--- config.mk ---
export PLATFORM = sky130hd
export DESIGN_NAME = cue_list_section_parser
export DESIGN_NICKNAME = d
export VERILOG_FILES = /design/src/rtl/core/cls_pkg.sv /design/src/rtl/core/cls_front.sv /design/src/rtl/core/cls_queue.sv /design/src/rtl/core/cue_list_section_parser.sv
export SDC_FILE = /design/constraint.sdc
export NUM_CORES = 1
export LEC_CHECK = 0
export BUFFER_PORTS_ARGS = -buffer_cell sky130_fd_sc_hd__buf_2
export CAP_MARGIN = 25
export CORE_ASPECT_RATIO = 0.7
export CORE_MARGIN = 2
export CORE_UTILIZATION = 31
export CTS_CLUSTER_DIAMETER = 80
export CTS_CLUSTER_SIZE = 10
export DETAILED_ROUTE_END_ITERATION = 10
export PLACE_DENSITY = 0.45
export SETUP_SLACK_MARGIN = 0.3
export SYNTH_ARGS = -nofsm -noshare
export SYNTH_HDL_FRONTEND = slang
export SYNTH_HIERARCHICAL = 1
export SYNTH_SLANG_ARGS = --single-unit
--- constraint.sdc ---
create_clock -name clk -period 11.2 [get_ports clk]
set_clock_uncertainty 0.15 [all_clocks]
set_input_delay 0.56 -clock clk [delete_from_list [all_inputs] [get_ports clk]]
set_output_delay 0.56 -clock clk [all_outputs]
set_load 0.01 [all_outputs]
--- src/rtl/core/cls_pkg.sv ---
// cue list section parser: shared types, field offsets and status codes
// used by cls_front, cls_queue and the top level cue_list_section_parser
// no dependencies
package cls_pkg;

  typedef struct packed {
    logic [7:0] data_byte;
    logic       end_of_section;
  } cls_in_t;

  typedef struct packed {
    logic [31:0] cue_number;
    logic [31:0] time_ms;
    logic        has_color;
    logic [7:0]  red;
    logic [7:0]  green;
    logic [7:0]  blue;
    logic [1:0]  status;
  } cls_out_t;

  localparam logic [1:0] STAT_OK    = 2'd0;
  localparam logic [1:0] STAT_TRUNC = 2'd1;
  localparam logic [1:0] STAT_SHORT = 2'd2;

  // section header layout
  localparam logic [4:0] HDR_TYPE_POS  = 5'd12;
  localparam logic [4:0] HDR_COUNT_POS = 5'd16;
  localparam logic [4:0] HDR_LAST_POS  = 5'd19;
  localparam logic [4:0] HDR_LEN       = 5'd20;

  // entry layout
  localparam logic [31:0] ENT_LEN_POS  = 32'd8;
  localparam logic [31:0] ENT_CUE_POS  = 32'd12;
  localparam logic [31:0] ENT_TIME_POS = 32'd20;
  localparam logic [31:0] ENT_CLEN_POS = 32'd40;
  localparam logic [31:0] FIXED_LEN    = 32'd44;

  localparam logic [31:0] HOT_LIST      = 32'd1;
  localparam logic [31:0] LIST_TYPE_RST = 32'd1;

  localparam int QUEUE_DEPTH = 4;

endpackage

--- src/rtl/core/cls_front.sv ---
// cue list section parser front end: header and entry byte walker
// turns each accepted byte into zero or one result for the queue
// depends on cls_pkg
module cls_front
  import cls_pkg::*;
(
  input  logic        clk,
  input  logic        rst_n,
  input  logic        in_fire,
  input  cls_in_t     in_data,
  input  logic        cfg_we,
  input  logic [31:0] cfg_wdata,
  output logic        res_valid,
  output cls_out_t    res_data
);

  localparam logic [1:0] PH_HEADER = 2'd0;
  localparam logic [1:0] PH_ENTRY  = 2'd1;
  localparam logic [1:0] PH_IGNORE = 2'd2;

  // color bytes sit at entry offsets 45..47 past the comment
  localparam logic [33:0] COLOR_FIRST = 34'd45;
  localparam logic [33:0] COLOR_LAST  = 34'd47;

  logic [31:0] list_type_r;
  logic [1:0]  phase_r, phase_nxt;
  logic [4:0]  hpos_r, hpos_nxt;
  logic [31:0] stype_r, stype_nxt;
  logic [15:0] left_r, left_nxt;
  logic [31:0] epos_r, epos_nxt;
  logic [31:0] elen_r, elen_nxt;
  logic [31:0] ecue_r, ecue_nxt;
  logic [31:0] etime_r, etime_nxt;
  logic [31:0] clen_r, clen_nxt;
  logic [23:0] color_r, color_nxt;
  logic        cseen_r, cseen_nxt;

  logic [32:0] np;
  logic [33:0] cdiff;
  logic [15:0] left_dec;
  logic [7:0]  b;
  logic        last;
  logic        keep;
  cls_out_t    ent;

  assign b        = in_data.data_byte;
  assign last     = in_data.end_of_section;
  assign np       = {1'b0, epos_r} + 33'd1;
  assign cdiff    = {2'b00, epos_r} - {2'b00, clen_r};
  assign left_dec = left_r - 16'd1;

  always_comb begin
    phase_nxt = phase_r;
    hpos_nxt  = hpos_r;
    stype_nxt = stype_r;
    left_nxt  = left_r;
    epos_nxt  = epos_r;
    elen_nxt  = elen_r;
    ecue_nxt  = ecue_r;
    etime_nxt = etime_r;
    clen_nxt  = clen_r;
    color_nxt = color_r;
    cseen_nxt = cseen_r;
    res_valid = 1'b0;
    res_data  = '0;
    ent       = '0;
    keep      = 1'b0;

    if (in_fire) begin
      case (phase_r)
        PH_HEADER: begin
          if (hpos_r >= HDR_TYPE_POS && hpos_r < HDR_COUNT_POS) begin
            stype_nxt = {stype_r[23:0], b};
          end else if (hpos_r == HDR_COUNT_POS || hpos_r == HDR_COUNT_POS + 5'd1) begin
            left_nxt = {left_r[7:0], b};
          end
          if (hpos_r >= HDR_LAST_POS) begin
            hpos_nxt = HDR_LEN;
            if (stype_nxt != list_type_r || left_nxt == 16'd0) begin
              phase_nxt = PH_IGNORE;
            end else begin
              phase_nxt = PH_ENTRY;
              if (last) begin
                res_valid       = 1'b1;
                res_data.status = STAT_TRUNC;
              end
            end
          end else begin
            hpos_nxt = hpos_r + 5'd1;
          end
        end
        PH_ENTRY: begin
          if (epos_r >= ENT_LEN_POS && epos_r < ENT_CUE_POS) begin
            elen_nxt = {elen_r[23:0], b};
          end else if (epos_r >= ENT_CUE_POS && epos_r < ENT_CUE_POS + 32'd4) begin
            ecue_nxt = {ecue_r[23:0], b};
          end else if (epos_r >= ENT_TIME_POS && epos_r < ENT_TIME_POS + 32'd4) begin
            etime_nxt = {etime_r[23:0], b};
          end else if (epos_r >= ENT_CLEN_POS && epos_r < FIXED_LEN) begin
            clen_nxt = {clen_r[23:0], b};
          end else if (epos_r >= FIXED_LEN && !cdiff[33] &&
                       cdiff >= COLOR_FIRST && cdiff <= COLOR_LAST) begin
            color_nxt = {color_r[15:0], b};
            if (cdiff == COLOR_LAST) begin
              cseen_nxt = 1'b1;
            end
          end
          epos_nxt = np[31:0];

          // entry as it stands with this byte, taken before any clearing below
          ent.cue_number = ecue_nxt;
          ent.time_ms    = etime_nxt;
          ent.has_color  = cseen_nxt;
          ent.red        = cseen_nxt ? color_nxt[23:16] : 8'd0;
          ent.green      = cseen_nxt ? color_nxt[15:8]  : 8'd0;
          ent.blue       = cseen_nxt ? color_nxt[7:0]   : 8'd0;
          ent.status     = STAT_OK;
          keep           = !(list_type_r == HOT_LIST && ecue_nxt == 32'd0);

          if (np == {1'b0, FIXED_LEN} && elen_nxt < FIXED_LEN) begin
            res_valid       = 1'b1;
            res_data.status = STAT_SHORT;
            phase_nxt       = PH_IGNORE;
          end else if (np >= {1'b0, FIXED_LEN} && np == {1'b0, elen_nxt}) begin
            left_nxt = left_dec;
            if (last && left_dec != 16'd0) begin
              res_valid       = 1'b1;
              res_data.status = STAT_TRUNC;
            end else if (keep) begin
              res_valid = 1'b1;
              res_data  = ent;
            end
            epos_nxt  = '0;
            elen_nxt  = '0;
            ecue_nxt  = '0;
            etime_nxt = '0;
            clen_nxt  = '0;
            color_nxt = '0;
            cseen_nxt = 1'b0;
            if (left_dec == 16'd0) begin
              phase_nxt = PH_IGNORE;
            end
          end else if (last) begin
            if (np < {1'b0, FIXED_LEN} || left_r > 16'd1) begin
              res_valid       = 1'b1;
              res_data.status = STAT_TRUNC;
            end else if (keep) begin
              res_valid = 1'b1;
              res_data  = ent;
            end
          end
        end
        default: begin
        end
      endcase

      // end of section resets everything but the list type
      if (last) begin
        phase_nxt = PH_HEADER;
        hpos_nxt  = '0;
        stype_nxt = '0;
        left_nxt  = '0;
        epos_nxt  = '0;
        elen_nxt  = '0;
        ecue_nxt  = '0;
        etime_nxt = '0;
        clen_nxt  = '0;
        color_nxt = '0;
        cseen_nxt = 1'b0;
      end
    end
  end

  always_ff @(posedge clk) begin
    if (!rst_n) begin
      list_type_r <= LIST_TYPE_RST;
      phase_r     <= PH_HEADER;
      hpos_r      <= '0;
      stype_r     <= '0;
      left_r      <= '0;
      epos_r      <= '0;
      elen_r      <= '0;
      ecue_r      <= '0;
      etime_r     <= '0;
      clen_r      <= '0;
      color_r     <= '0;
      cseen_r     <= 1'b0;
    end else begin
      if (cfg_we) begin
        list_type_r <= cfg_wdata;
      end
      phase_r <= phase_nxt;
      hpos_r  <= hpos_nxt;
      stype_r <= stype_nxt;
      left_r  <= left_nxt;
      epos_r  <= epos_nxt;
      elen_r  <= elen_nxt;
      ecue_r  <= ecue_nxt;
      etime_r <= etime_nxt;
      clen_r  <= clen_nxt;
      color_r <= color_nxt;
      cseen_r <= cseen_nxt;
    end
  end

endmodule

--- src/rtl/core/cls_queue.sv ---
// cue list section parser back end: result queue feeding the output channel
// decouples the byte walker from output back-pressure
// depends on cls_pkg
module cls_queue
  import cls_pkg::*;
#(
  parameter int DEPTH = QUEUE_DEPTH
) (
  input  logic     clk,
  input  logic     rst_n,
  input  logic     push,
  input  cls_out_t push_data,
  output logic     full,
  output logic     out_valid,
  input  logic     out_ready,
  output cls_out_t out_data
);

  localparam int PW = (DEPTH > 1) ? $clog2(DEPTH) : 1;
  localparam int CW = $clog2(DEPTH + 1);
  localparam logic [PW-1:0] PTR_LAST = PW'(DEPTH - 1);
  localparam logic [CW-1:0] CNT_FULL = CW'(DEPTH);

  cls_out_t        mem [DEPTH];
  logic [PW-1:0]   wr_ptr_r, wr_ptr_nxt;
  logic [PW-1:0]   rd_ptr_r, rd_ptr_nxt;
  logic [CW-1:0]   count_r, count_nxt;
  logic            pop;

  assign full      = (count_r == CNT_FULL);
  assign out_valid = (count_r != '0);
  assign out_data  = mem[rd_ptr_r];
  assign pop       = out_valid && out_ready;

  always_comb begin
    wr_ptr_nxt = wr_ptr_r;
    rd_ptr_nxt = rd_ptr_r;
    count_nxt  = count_r;
    if (push) begin
      wr_ptr_nxt = (wr_ptr_r == PTR_LAST) ? '0 : wr_ptr_r + PW'(1);
    end
    if (pop) begin
      rd_ptr_nxt = (rd_ptr_r == PTR_LAST) ? '0 : rd_ptr_r + PW'(1);
    end
    if (push && !pop) begin
      count_nxt = count_r + CW'(1);
    end else if (pop && !push) begin
      count_nxt = count_r - CW'(1);
    end
  end

  always_ff @(posedge clk) begin
    if (push) begin
      mem[wr_ptr_r] <= push_data;
    end
  end

  always_ff @(posedge clk) begin
    if (!rst_n) begin
      wr_ptr_r <= '0;
      rd_ptr_r <= '0;
      count_r  <= '0;
    end else begin
      wr_ptr_r <= wr_ptr_nxt;
      rd_ptr_r <= rd_ptr_nxt;
      count_r  <= count_nxt;
    end
  end

endmodule

--- src/rtl/core/cue_list_section_parser.sv ---
// cue list section parser top level: byte walker front end plus result queue
// depends on cls_pkg, cls_front, cls_queue
//
//   channel | direction | handshake            | payload
//   in_     | input     | in_valid / in_ready   | cls_in_t  (data byte, end of section)
//   out_    | output    | out_valid / out_ready | cls_out_t (one decoded cue or status)
//   cfg_    | input     | cfg_we                | 32-bit expected list type
//
// one byte per cycle while in_ready is high; a byte's result, if any, is queued in the same cycle
// and shows on out_ once the results queued ahead of it have been taken
// in_ready drops only while the DEPTH-entry result queue is full
// synchronous active-low reset; list type resets to the hot list
module cue_list_section_parser
  import cls_pkg::*;
#(
  parameter int DEPTH = QUEUE_DEPTH
) (
  input  logic        clk,
  input  logic        rst_n,
  input  logic        in_valid,
  output logic        in_ready,
  input  cls_in_t     in_data,
  output logic        out_valid,
  input  logic        out_ready,
  output cls_out_t    out_data,
  input  logic        cfg_we,
  input  logic [31:0] cfg_wdata
);

  logic     in_fire;
  logic     res_valid;
  cls_out_t res_data;
  logic     q_full;

  assign in_ready = !q_full;
  assign in_fire  = in_valid && in_ready;

  cls_front u_front (
    .clk       (clk),
    .rst_n     (rst_n),
    .in_fire   (in_fire),
    .in_data   (in_data),
    .cfg_we    (cfg_we),
    .cfg_wdata (cfg_wdata),
    .res_valid (res_valid),
    .res_data  (res_data)
  );

  cls_queue #(
    .DEPTH (DEPTH)
  ) u_queue (
    .clk       (clk),
    .rst_n     (rst_n),
    .push      (res_valid),
    .push_data (res_data),
    .full      (q_full),
    .out_valid (out_valid),
    .out_ready (out_ready),
    .out_data  (out_data)
  );

endmodule

==> impl_summary.md, run 1 <==
Yosys
When the netlist entered floorplanning its net count stood at 3,033. Yosys instantiated no cell more often than sky130_fd_sc_hd__nand2_1. The biggest area consumer among synthesized cells is sky130_fd_sc_hd__edfxtp_1. For this run, the leading register cell type out of synthesis is sky130_fd_sc_hd__edfxtp_1. By count the netlist is led by sky130_fd_sc_hd__nand2_1 (396), sky130_fd_sc_hd__edfxtp_1 (364), sky130_fd_sc_hd__dfxtp_1 (281), sky130_fd_sc_hd__a21oi_1 (155), sky130_fd_sc_hd__nor2_1 (152). Of all flip-flops after synthesis, the portion carrying an async set or reset was 0%. Synthesis produced a netlist whose cell count is between 2,000 and 3,000. The number of library cell types mapped by synthesis is 99. Sequential cells were found to cover between 50 and 60% of the synthesized design area. Ranked by total cell area, the synthesized netlist is headed by sky130_fd_sc_hd__edfxtp_1 (34%), sky130_fd_sc_hd__dfxtp_1 (18%), sky130_fd_sc_hd__mux4_2 (6.4%). The flop and latch count out of synthesis is 645. The area share of the largest cell type after synthesis is 34.0%. In this run, synthesis inferred 364 flip-flops with an integrated enable. The post-synth design cell area is roughly 32,000 µm².

The average instance in the mapped netlist occupies 10.9 µm². Yosys printed 6 warnings.

STA
The final critical path takes up about 65% of the cycle. Once routing completed, OpenROAD measured the worst setup slack at between 3 and 4 ns. The fmax is between 100 and 150 MHz. The final count of pins violating max slew came to 0. The slew at the pin with the worst max-slew slack is around 1.1 ns.

Setup repair after global routing left no endpoint under its margin. The worst pin sits at a relative slew slack of 28.9%. Summed over all failing endpoints, the final setup total negative slack is 0 ns. The number of endpoints with negative hold slack in the final report is 0.

The count of final setup violators is 0. The minimum clock period is 7.24 ns.

Routing
The routed layout has about 25,000 vias. Using the TritonRoute via totals, the vias-per-cell ratio works out to 5.64. The detail route stage leaves a number of antenna-violating nets equal to 0. For this run, design rule violations remaining after detail routing come to 0. The post-detailed-route wirelength per cell is approximately 24 µm. The first routing iteration left 2,572 violations.

The post-detailed-routing wire length is 107 mm. The count of TritonRoute iterations in the first routing pass is 6.

Layout
At the end of the flow, the number of nets in the layout was 3,093. The count of placed standard cells in the final layout, fillers left out is 4,403. Compared with the post-synthesis result, the final layout area differs by 13.0%. The fraction of final layout cells with drive strength greater than 1 is about an eighth. Across the whole layout, storage elements account for between 15,000 and 20,000 µm². The utilization after layout is 35.4%. The final-layout fill cell count is slightly above 10,000. The multi-input combinational cell area is 14,200 µm².

Global route
The number of global-route vias before repair is between 20,000 and 25,000. The first global-routing pass estimated 159 mm of wire. The total track usage is 19.7%. Entering global routing, the biggest net connects 90 pins. Global routing finished with a remaining overflow of 0.

The number of antenna violations at the first check in global routing is 5.

Placement
OpenSTA, run right after detailed placement, puts the worst setup slack at 4.02 ns. The total half-perimeter wirelength after legalization and detailed placement is 71.6 mm. The number of placed instances, taps included, is 4,238.

The count of port buffers added during placement is 138. The congestion estimate from routability-driven global placement came to around 0.92.

Worst hold path
The worst hold path belongs to the class in -> reg. The startpoint identified for the worst hold timing path is cfg_wdata[23].

Critical path
STA puts the critical path data required time at 11.32 ns. The minimum setup slack among reg-to-reg paths is 3.96 ns. The setup path with the least slack is of type reg -> reg. The element type at the critical path end is a flip-flop. In this run the worst setup path begins at u_front/epos_r[3]$_SDFFE_PN0P_. STA classifies the critical path startpoint as a flip-flop.

Data arrives at the worst endpoint at 7.36 ns. The launching point of the worst reg2reg path is u_front/epos_r[3]$_SDFFE_PN0P_. Of all nets on the critical path, the largest fanout is 50.

Die
The number of top-level pins is 139. Once the floorplan was initialized, standard cells occupied 31.4% of the core. The floorplan step set the die height to 273 µm.

The die covers 106,000 µm². The floorplan has 98 rows. In this run the horizontal extent of the chip is just under 400 µm. The floorplan core area is between 100,000 and 150,000 µm².

Clocking
The depth of the CTS H-tree is 3. Buffers added to address setup during post-CTS repair amount to 0. The worst-skew pair later-pin latency is ~0.65 ns. The post-cts hold buffer count is 31. The number of buffers on the longest clock path is 3. The root buffer cell chosen for the clock tree is sky130_fd_sc_hd__clkbuf_16. The clock tree from TritonCTS is yes. The TritonCTS buffer count is 74.

For this design, the sink count on the clock tree is 645. Post-CTS repair changed the size of 0 cells. After clock tree synthesis, the clock-pin slew on the worst setup and hold paths is 0.06 ns.

Run status
The flow ran to the end, and the final reports show no timing, DRC or antenna violations.

Power and ir drop
The static leakage is 12.5 nW. The cell internal power dissipation is 4.08 mW. The switching share of power is 26.0%. Per report_power, the sequential group accounts for 46.0% of the total. Of the total power, combinational logic draws between 10% and 20%. The switching power total is 1.43 mW. The clock network is responsible for 40.1% of the overall power. The worst voltage drop across the vdd grid is 0.0936 mV.

The power density over cell area is 152 nW/µm². The post-route total power is 5.51 mW.

Flow run
The count of maximum capacitance violations is 0.
## flip-flops by register name (all words and copies together) (netlist names), named ones only
| register | flops |
|---|---|
| u_front/ecue_r | 32 |
| u_front/epos_r | 32 |
| u_queue/mem | 364 |
| u_queue/wr_ptr_r | 2 |
| u_front/etime_r | 32 |
| u_front/stype_r | 32 |
| u_front/clen_r | 32 |
| u_front/left_r | 16 |
| u_front/hpos_r | 5 |
| u_queue/rd_ptr_r | 2 |
| u_front/cseen_r | 1 |
| u_queue/count_r | 3 |
| u_front/color_r | 24 |
| u_front/elen_r | 32 |
| u_front/list_type_r | 32 |
| u_front/phase_r | 2 |
## power groups by stage
stage / clock (mW) / sequential (mW) / combinational [mW]
2_1_floorplan: 0 / 2.56 / 0.513
3_3_place_gp: 0 / 2.61 / 0.721
3_5_place_dp: 0 / 2.61 / 0.726
4_1_cts: 2.28 / 2.56 / 0.737
5_1_grt: 2.38 / 2.53 / 0.815
6_report: 2.21 / 2.53 / 0.765
## stage by stage
| stage | hold WS, ns | area, µm² |
|---|---|---|
| global placement | 0.300 | 33700 |
| CTS | 0.000171 | 36200 |
| global route | 0.0581 | 36300 |
| finish | 0.0473 | 36300 |
| detailed placement | 0.308 | 33700 |
| floorplan | 0.283 | 32100 |
## layout by cell type, fill, tap and decap left out, types with 48 or more instances in the layout
cell                          n
sky130_fd_sc_hd__nand2_1    396
sky130_fd_sc_hd__edfxtp_1   364
sky130_fd_sc_hd__dfxtp_1    279
sky130_fd_sc_hd__a21oi_1    154
sky130_fd_sc_hd__nor2_1     152
sky130_fd_sc_hd__buf_2      137
sky130_fd_sc_hd__mux2i_1     98
sky130_fd_sc_hd__mux4_2      91
sky130_fd_sc_hd__nand4_1     82
sky130_fd_sc_hd__inv_1       78
sky130_fd_sc_hd__nand3_1     76
sky130_fd_sc_hd__clkbuf_16   75
sky130_fd_sc_hd__xnor2_1     75
sky130_fd_sc_hd__nor3_1      72
sky130_fd_sc_hd__nor4_1      69
sky130_fd_sc_hd__o21ai_0     65
sky130_fd_sc_hd__o22ai_1     63
sky130_fd_sc_hd__a22oi_1     50
sky130_fd_sc_hd__o2bb2ai_1   48
## worst paths after layout
kind	to	cells after the start
worst min-delay path	u_front/list_type_r[23]$_SDFFE_PN0P_	3
worst max register to register	u_queue/mem[3][43]$_DFFE_PP_	12
worst min register to register	u_front/etime_r[30]$_SDFFE_PN0P_	2
worst max-delay path	u_queue/mem[3][43]$_DFFE_PP_	12
## worst max-delay path, cell delays in order (launching register included)
cell	delay, ns
sky130_fd_sc_hd__dfxtp_1	0.64
sky130_fd_sc_hd__nor4b_2	0.86
sky130_fd_sc_hd__nand4_2	0.42
sky130_fd_sc_hd__o31ai_1	0.41
sky130_fd_sc_hd__a21oi_1	0.12
sky130_fd_sc_hd__nor4b_1	0.57
sky130_fd_sc_hd__nand4_1	0.34
sky130_fd_sc_hd__nor4_2	0.53
sky130_fd_sc_hd__a21o_1	0.20
sky130_fd_sc_hd__a32oi_1	0.11
sky130_fd_sc_hd__o21bai_1	0.84
sky130_fd_sc_hd__and2_4	0.81
sky130_fd_sc_hd__buf_4	0.75
## area by class of cell
class                           instances  share of cell area [%]
Sequential cell                       645                    45.7
Tap cell                             1350                    4.66
Clock buffer                          122                    5.66
Antenna cell                            2                  0.0138
Clock inverter                          6                   0.207
Multi-Input combinational cell       1986                    39.1
Inverter                               79                   0.824
Timing Repair Buffer                  213                    3.91
## routing by layer
layer,vias up,part of all wire (%),wire [µm],global-route usage (%)
met5,-,0.012,13,0
met3,102,7.1,7620,3.75
met1,12504,49,52500,30.3
met4,2,1.1,1200,2.94
met2,905,43,45600,29.1
li1,11320,-,-,-
## cells by family (layout without fill, tap and decap cells)
group	after synthesis	after routing	share of synthesized area [%]
xor gates and xnor gates	111	111	3.18
other	0	2	0
DFF	645	645	51.6
buffers and inverters	308	420	4.50
muxes	192	192	9.54
AOI/OAI and AO/OA	618	618	13.3
and+or+nand+nor	1017	1017	16.0
adders and majority gates	48	48	1.92
Power figures use the tool's default switching activity.
==> run 2, diff against run 1 <==
clock period = 6.95 ns   (was 11.2 ns; I/O delays follow)
==> impl_summary.md, run 2 (synthesized netlist as in run 1, its figures left out) <==
Die
The chip width is 389 µm (unchanged). The row count is 98 (unchanged). The area of the die was 106,000 µm² (unchanged). The die boundary height came to 273 µm (unchanged). The number of top-level pins is 139 (unchanged). The initial standard-cell utilization of the core is 31.4% (unchanged). The floorplan core area was 102,000 µm² (unchanged).

STA
The final setup TNS came to 0 ns (unchanged). The worst slew slack as a fraction of its limit was 29.5% (was 28.9%). The slew at the pin with the worst max-slew slack is 1.06 ns (about the same). Unrepaired setup endpoints after global routing: false (unchanged). The count of final setup violators is 0 (unchanged). The part of the cycle the worst path needs is 86.1% (was 64.6%). The final count of pins violating max slew is 0 (unchanged).

The minimum clock period is 5.98 ns (was 7.24 ns). The fmax is 167 MHz (was 138 MHz). The smallest setup slack after layout is 0.967 ns (was 3.96 ns).

The number of endpoints with negative hold slack in the final report is 0 (unchanged).

Power and ir drop
The worst voltage drop across the vdd grid is 0.150 mV (was 0.0936 mV). The static leakage is 12.5 nW (about the same). The post-route total power is 8.81 mW (was 5.51 mW).

The power density over cell area is 242 nW/µm² (was 152 nW/µm²).

Layout
The utilization after layout was 35.6% (was 35.4%). The most frequent standard cell in the layout excluding fill and tap cells is sky130_fd_sc_hd__nand2_1 (unchanged). The most flop-heavy register is u_queue/mem (unchanged). Most frequent cells in the layout: sky130_fd_sc_hd__nand2_1 (396), sky130_fd_sc_hd__edfxtp_1 (364), sky130_fd_sc_hd__dfxtp_1 (279), sky130_fd_sc_hd__a21oi_1 (154), sky130_fd_sc_hd__nor2_1 (152) (unchanged). The area growth from synthesis to layout is 13.4% (was 13.0%). The number of flip-flops in the largest register is 364 (unchanged).

The fraction of final layout cells with drive strength greater than 1 is 13.8% (was 13.4%). The total number of nets in the final design is 3,109 (was 3,093). The cell area after layout is 36,400 µm² (was 36,300 µm²).

Critical path
The launching point of the worst reg2reg path is u_front/epos_r[9]$_SDFFE_PN0P_ (was u_front/epos_r[3]$_SDFFE_PN0P_). The data arrival time of the critical path came to 6.38 ns (was 7.36 ns). The most numerous cell type found on the critical path is sky130_fd_sc_hd__and4_1. Crit path cell chain: and4_1, nand4_1, or3_1, xnor2_1, nor4_1, and4_1, nor2_1, a311oi_4, nand2_1, o22ai_1 (was nor4b_2, nand4_2, o31ai_1, a21oi_1, nor4b_1, nand4_1, nor4_2, a21o_1, a32oi_1, o21bai_1, and2_4, buf_4). The worst stage delay on the critical path came to 0.89 ns (was 0.86 ns). The required time at the worst-slack endpoint is 7.34 ns (was 11.32 ns). The critical setup path kind was reg -> reg (unchanged). The element type at the critical path end is a flip-flop (unchanged). The maximum fanout encountered on the critical timing path is 22 (was 50). The start point of the critical path is u_front/epos_r[9]$_SDFFE_PN0P_ (was u_front/epos_r[3]$_SDFFE_PN0P_). The critical register-to-register path endpoint is u_front/clen_r[1]$_SDFFE_PN0P_ (was u_queue/mem[3][43]$_DFFE_PP_). The length in cells of the worst reg-to-reg path is 10 (was 12). The minimum setup slack among reg-to-reg paths is 0.97 ns (was 3.96 ns).

The critical-path cell with the highest stage delay is sky130_fd_sc_hd__a311oi_4 (was sky130_fd_sc_hd__nor4b_2). The type of element launching the critical path is a flip-flop (unchanged).

Routing
The post-detailed-route wirelength per cell was 23.9 µm (was 24.3 µm). The via density per instance is 5.63 (was 5.64). The initial DRC count was 2,267 (was 2,572). The count of antenna-violating nets left after detailed routing is 0 (unchanged). The count of TritonRoute iterations in the first routing pass is 6 (unchanged). The number of vias in the routed layout is 24,880 (was 24,833).

The post-detailed-routing wire length was 105 mm (was 107 mm). The number of remaining DRC errors is 0 (unchanged).

Clocking
The root buffer selected by CTS is sky130_fd_sc_hd__clkbuf_16 (unchanged). The worst-skew pair later-pin latency is 0.65 ns (about the same). The number of buffers on the longest clock path is 3 (unchanged). The TritonCTS sink count is 645 (unchanged). The clock tree from TritonCTS is yes (unchanged).

The TritonCTS buffer count is 74 (unchanged). The number of cells upsized or downsized after cts is 0 (unchanged). The post-CTS clock slew at the launch and capture registers of the worst setup and hold paths is 0.07 ns (was 0.06 ns). The depth of the CTS H-tree came to 3 (unchanged).

Global route
The largest net degree at the start of global routing is 95 (was 90). The total track usage came to 19.5% (was 19.7%). The number of global-route vias before repair is 24,030 (was 23,672). The number of antenna violations at the first check in global routing is 3 (was 5). The aggregate global routing overflow is 0 (unchanged).

The global-route wire length before repair is 158 mm (was 159 mm).

Placement
The post-place setup slack is 1.08 ns (was 4.02 ns). The count of port buffers added during placement is 138 (unchanged). The total half-perimeter wirelength after legalization and detailed placement is 71.3 mm (was 71.6 mm). The cell area after placement is 33,900 µm² (was 33,700 µm²). The routability-driven placement congestion ratio is 0.918 (was 0.917).

Worst hold path
The launch instance of the worst min-delay path was rst_n (was cfg_wdata[23]). The depth of the worst hold-timing path is 3 (unchanged). The kind of path behind the tightest hold check was in -> reg (unchanged).

Run status
Run status: complete, no violations (unchanged).

Flow run
The count of maximum capacitance violations is 0 (unchanged).
-- run 2: cell type report --
cell class	count	area, µm²
diodes	1	2.50
flip-flops and latches	645	16600
multi-input cells	1986	14200
clock inverters	5	85.1
inverters	79	299
fillers	10089	66000
repair buffers	229	1550
clock buffers	122	2050
well taps	1350	1690
-- run 2: worst max-delay path, delay by kind of cell, from the launching register on --
family | cells | cell delay (ns)
simple gates | 7 | 3.49
flops | 1 | 0.73
compound gates | 2 | 1.30
xor+xnor | 1 | 0.18
-- run 2: timing repair --
action                                  in CTS  in global routing
endpoints found under the setup margin       0                  0
hold endpoints to repair                    32                  0
hold buffers                                32                  0
setup buffers                                0                  0
-- run 2: how the worst max path moves through the flow --
stage	end	slack, ns	depth (start not counted)
after detailed placement	u_front/clen_r[0]$_SDFFE_PN0P_	1.08	10
after global routing	u_front/clen_r[1]$_SDFFE_PN0P_	0.58	10
after global placement	u_front/clen_r[1]$_SDFFE_PN0P_	1.22	10
final	u_front/clen_r[1]$_SDFFE_PN0P_	0.97	10
after CTS	u_front/clen_r[1]$_SDFFE_PN0P_	1.06	10
after floorplan	u_queue/mem[0][0]$_DFFE_PP_	1.01	13
-- run 2: through the flow --
| step | cells | hold slack [ns] |
|---|---|---|
| 5_1_grt | 4416 | 0.0399 |
| 6_report | 4417 | 0.0358 |
| 3_5_place_dp | 4255 | 0.308 |
| 4_1_cts | 4414 | 0.0160 |
| 2_1_floorplan | 2939 | 0.283 |
| 3_3_place_gp | 4254 | 0.299 |
-- run 2: routing by layer --
metal	vias to the layer above	share of wire, %	track usage (%)
met3	130	6.6	3.52
met1	12503	48	29.1
met5	-	0	0
met2	878	44	29.1
li1	11369	-	-
met4	0	1.7	4.38
-- run 2: where the power goes --
part / internal, mW / switching, mW
logic: 0.511 / 0.621
registers: 4.02 / 0.0927
clock network: 2.02 / 1.55
